==> config.mk <==
export PLATFORM = sky130hd
export DESIGN_NAME = bmpdec_ctrl
export DESIGN_NICKNAME = d
export VERILOG_FILES = /design/src/sv/bmpdec_pkg.sv /design/src/sv/bmpdec_ctrl.sv
export SDC_FILE = /design/constraint.sdc
export NUM_CORES = 1
export LEC_CHECK = 0
export BUFFER_PORTS_ARGS = -buffer_cell sky130_fd_sc_hd__clkbuf_2
export CAP_MARGIN = 20
export CORE_UTILIZATION = 50
export CTS_BUF_LIST = sky130_fd_sc_hd__clkbuf_8
export DETAILED_ROUTE_END_ITERATION = 12
export PLACE_DENSITY = 0.74
export REMOVE_ABC_BUFFERS = 1
export SETUP_SLACK_MARGIN = 0.3
export SYNTH_ARGS = -nofsm -noshare
export SYNTH_HDL_FRONTEND = slang
export SYNTH_SLANG_ARGS = --single-unit
export TNS_END_PERCENT = 50
==> constraint.sdc <==
create_clock -name clk -period 3.7 [get_ports clk]
set_input_delay 0 -clock clk [delete_from_list [all_inputs] [get_ports clk]]
set_output_delay 0 -clock clk [all_outputs]
set_load 0.02 [all_outputs]
==> src/sv/bmpdec_pkg.sv <==
// bmpdec_pkg: shared codes and types of the bitmap raster pixel decoder
// no dependencies; used by bmpdec_ctrl and the top level
package bmpdec_pkg;

    typedef enum logic [1:0] {
        MODE_PAL  = 2'd0,
        MODE_RGB  = 2'd1,
        MODE_RGBA = 2'd2,
        MODE_NONE = 2'd3
    } mode_t;

    localparam logic [1:0] REG_MODE   = 2'd0;
    localparam logic [1:0] REG_WIDTH  = 2'd1;
    localparam logic [1:0] REG_HEIGHT = 2'd2;

    localparam logic OP_PALETTE = 1'b0;
    localparam logic OP_RASTER  = 1'b1;

    localparam logic [7:0] ALPHA_OPAQUE = 8'hFF;

    // last byte position of a pixel per mode
    localparam logic [1:0] LAST_PHASE_PAL  = 2'd0;
    localparam logic [1:0] LAST_PHASE_RGB  = 2'd2;
    localparam logic [1:0] LAST_PHASE_RGBA = 2'd3;

    typedef struct packed {
        logic       valid;
        logic       pal;
        logic [7:0] red;
        logic [7:0] green;
        logic [7:0] blue;
        logic [7:0] alpha;
        logic       row_end;
        logic       image_end;
    } pix_t;

endpackage

==> src/sv/bmpdec_ctrl.sv <==
// bmpdec_ctrl: raster sequencer; byte phase, held bytes, pad skip and row/column counters
// emits one pixel descriptor per completed pixel; uses bmpdec_pkg
module bmpdec_ctrl #(
    parameter int MAX_WIDTH  = 4096,
    parameter int MAX_HEIGHT = 4096
) (
    input  logic              clk,
    input  logic              rst_n,
    input  logic              fire,
    input  logic [7:0]        raster_byte,
    input  logic [1:0]        pixel_mode,
    input  logic [12:0]       image_width,
    input  logic [12:0]       image_height,
    output bmpdec_pkg::pix_t  pix
);

    localparam int CW = $clog2(MAX_WIDTH);
    localparam int RW = $clog2(MAX_HEIGHT);
    localparam int WW = (CW + 1 > 14) ? CW + 1 : 14;
    localparam int HW = (RW + 1 > 14) ? RW + 1 : 14;

    logic [1:0]    phase_reg, phase_next;
    logic [23:0]   held_reg, held_next;
    logic [CW-1:0] col_reg, col_next;
    logic [RW-1:0] row_reg, row_next;
    logic [1:0]    pad_reg, pad_next;

    logic [WW-1:0] w_eff;
    logic [HW-1:0] h_eff;
    logic [1:0]    last_phase;
    logic          col_wrap;
    logic          row_wrap;

    // clamp the size registers into 1..MAX
    always_comb
    begin
        w_eff = WW'(image_width);
        if (image_width == 13'd0)
            w_eff = WW'(1);
        else if (w_eff > WW'(MAX_WIDTH))
            w_eff = WW'(MAX_WIDTH);
        h_eff = HW'(image_height);
        if (image_height == 13'd0)
            h_eff = HW'(1);
        else if (h_eff > HW'(MAX_HEIGHT))
            h_eff = HW'(MAX_HEIGHT);
    end

    always_comb
    begin
        unique case (pixel_mode)
            bmpdec_pkg::MODE_PAL:  last_phase = bmpdec_pkg::LAST_PHASE_PAL;
            bmpdec_pkg::MODE_RGB:  last_phase = bmpdec_pkg::LAST_PHASE_RGB;
            default:               last_phase = bmpdec_pkg::LAST_PHASE_RGBA;
        endcase
    end

    assign col_wrap = (WW'(col_reg) + WW'(1) >= w_eff);
    assign row_wrap = (HW'(row_reg) + HW'(1) >= h_eff);

    always_comb
    begin
        phase_next    = phase_reg;
        held_next     = held_reg;
        col_next      = col_reg;
        row_next      = row_reg;
        pad_next      = pad_reg;
        pix.valid     = 1'b0;
        pix.pal       = (pixel_mode == bmpdec_pkg::MODE_PAL);
        pix.red       = raster_byte;
        pix.green     = held_reg[7:0];
        pix.blue      = held_reg[15:8];
        pix.alpha     = bmpdec_pkg::ALPHA_OPAQUE;
        pix.row_end   = 1'b0;
        pix.image_end = 1'b0;
        if (pixel_mode == bmpdec_pkg::MODE_RGBA)
        begin
            pix.red   = held_reg[7:0];
            pix.green = held_reg[15:8];
            pix.blue  = held_reg[23:16];
            pix.alpha = raster_byte;
        end
        if (fire && pixel_mode != bmpdec_pkg::MODE_NONE)
        begin
            if (pad_reg != 2'd0)
            begin
                pad_next = pad_reg - 2'd1;
            end
            else if (phase_reg < last_phase)
            begin
                held_next  = {held_reg[15:0], raster_byte};
                phase_next = phase_reg + 2'd1;
            end
            else
            begin
                pix.valid  = 1'b1;
                phase_next = 2'd0;
                held_next  = 24'd0;
                if (col_wrap)
                begin
                    pix.row_end = 1'b1;
                    col_next    = '0;
                    unique case (pixel_mode)
                        bmpdec_pkg::MODE_PAL: pad_next = 2'd0 - w_eff[1:0];
                        bmpdec_pkg::MODE_RGB: pad_next = w_eff[1:0];
                        default:              pad_next = 2'd0;
                    endcase
                    if (row_wrap)
                    begin
                        pix.image_end = 1'b1;
                        row_next      = '0;
                    end
                    else
                    begin
                        row_next = row_reg + RW'(1);
                    end
                end
                else
                begin
                    col_next = col_reg + CW'(1);
                end
            end
        end
    end

    always_ff @(posedge clk or negedge rst_n)
    begin
        if (!rst_n)
        begin
            phase_reg <= 2'd0;
            held_reg  <= 24'd0;
            col_reg   <= '0;
            row_reg   <= '0;
            pad_reg   <= 2'd0;
        end
        else
        begin
            phase_reg <= phase_next;
            held_reg  <= held_next;
            col_reg   <= col_next;
            row_reg   <= row_next;
            pad_reg   <= pad_next;
        end
    end

endmodule

After elaboration in Yosys (flattened, before gate mapping)

Index checks and enable logic that the tools add are counted.

Register bits after elaboration: 52
Output and inout bits: 36
Input bits: 39
Logic and storage cells: 55

Equal/unequal tests: 4
Reductions and logical operators: 10
Muxes and demuxes: 22
$lt $le $gt $ge: 5
Add/sub/neg operators: 7
Bitwise gates (word level): 2

Operators by type and width:

| operator              | count |
|---|---|
| $mux 13               | 3 |
| $mux 32               | 1 |
| $ge 13x14->1          | 2 |
| $add 12x1->13 const B | 2 |
| $gt 13x13->1 const B  | 2 |
| $logic_not 13->1      | 2 |
| $add 12x1->12 const B | 2 |
| $mux 12               | 2 |
| $mux 24               | 1 |
| $mux 2                | 8 |
| $mux 14               | 1 |
| $pmux 2 s2            | 2 |
| $reduce_and 3->1      | 2 |
| $mux 1                | 4 |
| $ne 2x2->1 const B    | 2 |
| $reduce_and 4->1      | 1 |
| $reduce_bool 2->1     | 2 |
| $add 2x1->2 const B   | 1 |
| $eq 2x1->1 const B    | 1 |
| $eq 2x2->1 const B    | 1 |
| $logic_not 2->1       | 1 |
| $lt 2x2->1            | 1 |
| $not 1->1             | 2 |
| $reduce_and 2->1      | 1 |
| other kinds (3)       | 3 |

Logic depth before layout (Yosys ltp)

Depth in word-level cells: 9
Mapped depth: 13
Depth with buffers taken out: 13

Least setup slack after synthesis

Ideal clock, no wire load.

Kind: flip-flop to flip-flop
Start: register col_reg[2]
End: register row_reg[7]
Library setup time: 0.125 ns
Path slack: 0.865 ns
Buffers on the path: 0
Arrival: 2.710 ns
Clock period less this slack: 2.835 ns
Required time: 3.575 ns
Cell stages (with the launch flop): 13
Cell sequence: dfrtp_1 > nand3_1 > nor2_1 > nand3_1 > nor3_1 > xnor2_1 > ha_1 > a21o_1 > a21oi_1 > o21ai_0 > a22oi_2 > inv_1 > mux2_2

Cells in the longest elaborated chain, start to end: 3

RTL lines:

| item                       | line               | source |
|---|---|---|
| start: declaration         | bmpdec_ctrl.sv:24  | `logic [CW-1:0] col_reg, col_next;` |
| start signal: assignment   | bmpdec_ctrl.sv:140 | `col_reg <= col_next;` |
| $add 12x1->13              | bmpdec_ctrl.sv:58  | `assign col_wrap = (WW'(col_reg) + WW'(1) >= w_eff);` |
| $ge 13x14->1               | bmpdec_ctrl.sv:58  |  |
| $reduce_and 4->1 (no line) | -                  |  |
| end signal: assignment     | bmpdec_ctrl.sv:141 | `row_reg <= row_next;` |
| end: declaration           | bmpdec_ctrl.sv:25  | `logic [RW-1:0] row_reg, row_next;` |

Every way passes these cells.
A chain may end at the register's enable or synchronous reset.

==> metrics.txt <==
status completed; Root Driver clkbuf_8; Yosys top cell by area dfrtp_1; Req. time, crit path 3.70 ns; Post-Synthesis Cells 353; CTS tree built; vias per inst about 5.4; crit path kind register to output pin; Final Max Slew Viols 0; Initial Utilization 0.515; Critical Path Source Type register; vias in the first global route 2805; Synth Cell Area approximately 3500 um^2; Clock Skews approximately 0.0055 ns; global-route wire length before repair between 10000 and 15000 um; largest net degree at the start of global routing 53; Synth area leaders dfrtp_1 37%, ha_1 10%, a22o_1 10%; RR Startpoint col_reg[2]$_DFFE_PN0P_; hold endpoint pad_reg[1]$_DFFE_PN0P_; PortBufs 74; Area Growth Syn to Fin 19.7%; CTS H-tree lvls 2; CP Capture Type output pin; Cell Chain, Critical Path ha_1 -> and3_1 -> nand3_1 -> nor2_2 -> and3_1 -> xnor2_1 -> inv_1 -> ha_1 -> o2111ai_1 -> o21ai_4 -> nor2b_1 -> clkbuf_2; Core ar. 6790 um^2; grt total ovfl 0; I/O pin count 75; Reg2Reg Setup Slack 0.62 ns; hold path start image_width[12]; RSZ-0062 raised after global routing no; crit path max-delay cell type dfrtp_2; min Tclk post-route 3.10 ns; Max Buffers Root-to-Sink 2; CP arrival slightly above 3 ns; worst vdd ir 0.000272 V; # DRC 0; HPWL Detailed roughly 5500 um; drt pass-1 iters 4; die width 85.7 um; Worst slew margin 0.334; Worst-path clk slew 0.10 ns; Final period util 0.839; post-synthesis sequential area ratio 0.372; asr flop ratio synth 1.00; Worst Hold Class primary input to register; DIE AREA 7340 um^2; Hold Fails Final Rpt 0; EDFF count, synth 0; max incr delay on CP roughly 0.42 ns; Min-Delay Path Depth 4; layout filler cell count 576; DRT iter0 DRCs 167; # clock sinks between 50 and 60; Diodes inserted 0; Cell variety after synth 45; worst path bufs/invs 2; PwrDens 452 nW/um^2; placed cell count 514; total negative slack 0 ns; r2r worst-path depth 13; #FFs+latches synth 52; Peak Freq 322 MHz; Inserted Clock Buffers 5; Final setup viols 0; routed wire length roughly 7400 um; Main synth FF type dfrtp_1; Finished Layout Cells 535; WL per Instance between 10 and 15 um; height of the chip between 80 and 90 um; worst reg2reg path endpoint col_reg[0]$_DFFE_PN0P_; antenna-violating nets left 0; Leakage Power 2.16 nW; GP Congestion 0.875; top cell type's share of synthesized area 0.372; worst setup path startpoint row_reg[0]$_DFFE_PN0P_; max cap viols 0; worst-margin pin slew 0.997 ns; nets 506; max reg flops 24; DR vias 2913; initial antenna violation count 0; crit-path max FO 8; Total GRT Usage 0.213; Rows 30; mean post-synth cell area 9.91 um^2; clk_lat worst skew 0.30 ns; Worst path top cell family by delay simple AND/OR/NAND/NOR gates; fraction of layout cells with a size suffix above 1 0.292; YS warnings 0
-- worst min-delay path, stage by stage --
cell,delay [ns]
clkbuf_2,0.11
nor2_1,0.07
nand3b_1,0.07
o21ai_0,0.08
-- worst max path at each step --
| stage | to | slack (ns) | cells past startpoint |
|---|---|---|---|
| after detailed placement | row_reg[6]$_DFFE_PN0P_ | 0.60 | 12 |
| final | pix[0] | 0.60 | 12 |
| after global placement | row_reg[8]$_DFFE_PN0P_ | 0.65 | 13 |
| after CTS | pix[0] | 0.34 | 13 |
| after floorplan | row_reg[7]$_DFFE_PN0P_ | 0.63 | 12 |
| after global routing | pix[0] | 0.29 | 12 |
-- cell usage in the layout, fill, tap and decap left out, types with 2 or more instances in the layout --
cell type | synthesis | routed
ha_1 | 29 | 29
nor2_2 | 1 | 2
dlygate4sd3_1 | 0 | 9
clkbuf_8 | 0 | 5
o21ai_0 | 11 | 10
buf_4 | 0 | 8
o31ai_1 | 3 | 3
nand2_1 | 40 | 40
dfrtp_1 | 52 | 51
nand2b_1 | 10 | 10
nand4_1 | 4 | 4
nor3_1 | 8 | 8
clkbuf_2 | 0 | 74
nand3_1 | 10 | 10
a21o_1 | 5 | 5
inv_1 | 10 | 11
nor2b_1 | 4 | 4
xor2_1 | 10 | 10
a31oi_1 | 2 | 2
nor2_1 | 18 | 17
a211oi_1 | 3 | 3
a22o_1 | 40 | 40
o21a_1 | 3 | 3
and3_1 | 6 | 6
mux2_2 | 27 | 27
xnor2_1 | 11 | 11
a21oi_1 | 9 | 9
nor4_1 | 4 | 4
o21bai_1 | 3 | 3
-- through the flow --
stage	hold WS (ns)	instance area [um^2]	util	total power [mW]	setup slack [ns]
floorplan	-0.296	3430	-	1.33	0.632
global placement	0.158	3960	0.582	1.54	0.650
detailed placement	0.153	3970	0.584	1.57	0.595
CTS	0.0529	4150	0.611	1.91	0.338
global route	0.0797	4190	0.617	2.02	0.286
finish	0.0659	4190	0.617	1.89	0.595
-- power by group --
part	switching (mW)	total, mW	leakage (nW)	internal (mW)
sequential	0.119	0.813	0.686	0.694
combinational	0.410	0.760	1.43	0.351
clock	0.188	0.320	0.0455	0.132
total	0.717	1.89	2.16	1.18
-- kinds of logic after synthesis --
group | count (synthesis) | synth area share
muxes | 28 | 0.0912
buffers and inverters | 25 | 0.0304
AOI/OAI and AO/OA | 86 | 0.188
and+or+nand+nor | 112 | 0.162
DFF | 52 | 0.372
adders and majority gates | 29 | 0.104
xor gates and xnor gates | 21 | 0.0526
-- synthesized netlist by cell type (all sizes together), types with 2 or more instances --
cell type,count
dfrtp,52
a22o,40
nand2,40
ha,29
mux2,28
nor2,20
o21ai,12
inv,11
nand2b,11
xnor2,11
nand3,10
xor2,10
a21oi,9
nor3,8
buf,7
clkbuf,7
and3,6
a21o,5
nor4,5
nand4,4
nor2b,4
a211oi,3
o21a,3
o21bai,3
o31ai,3
a31oi,2
or3,2
-- cell type report --
cell class	instances	area, um^2	area share
Multi-Input combinational cell	276	2100	0.502
Clock inverter	3	20.0	0.00478
Inverter	11	41.3	0.00985
Tap cell	96	120	0.0287
Sequential cell	52	1300	0.311
Clock buffer	5	68.8	0.0164
Timing Repair Buffer	92	536	0.128
-- timing repair --
item,CTS,global route
hold buffers,9,0
gates resized for setup,0,4
endpoints found under the hold margin,60,0
buffers inserted,0,4
endpoints found under the setup margin,0,4
-- routing by layer --
layer  vias to the layer above  routed length, um  global-route usage
met5                         -                  0                   0
met4                         0                 47              0.0485
met3                         4                218              0.0404
met2                        57               3520               0.361
met1                      1384               3640               0.283
li1                       1468                  -                   -
(Power assumes the default switching activity.)
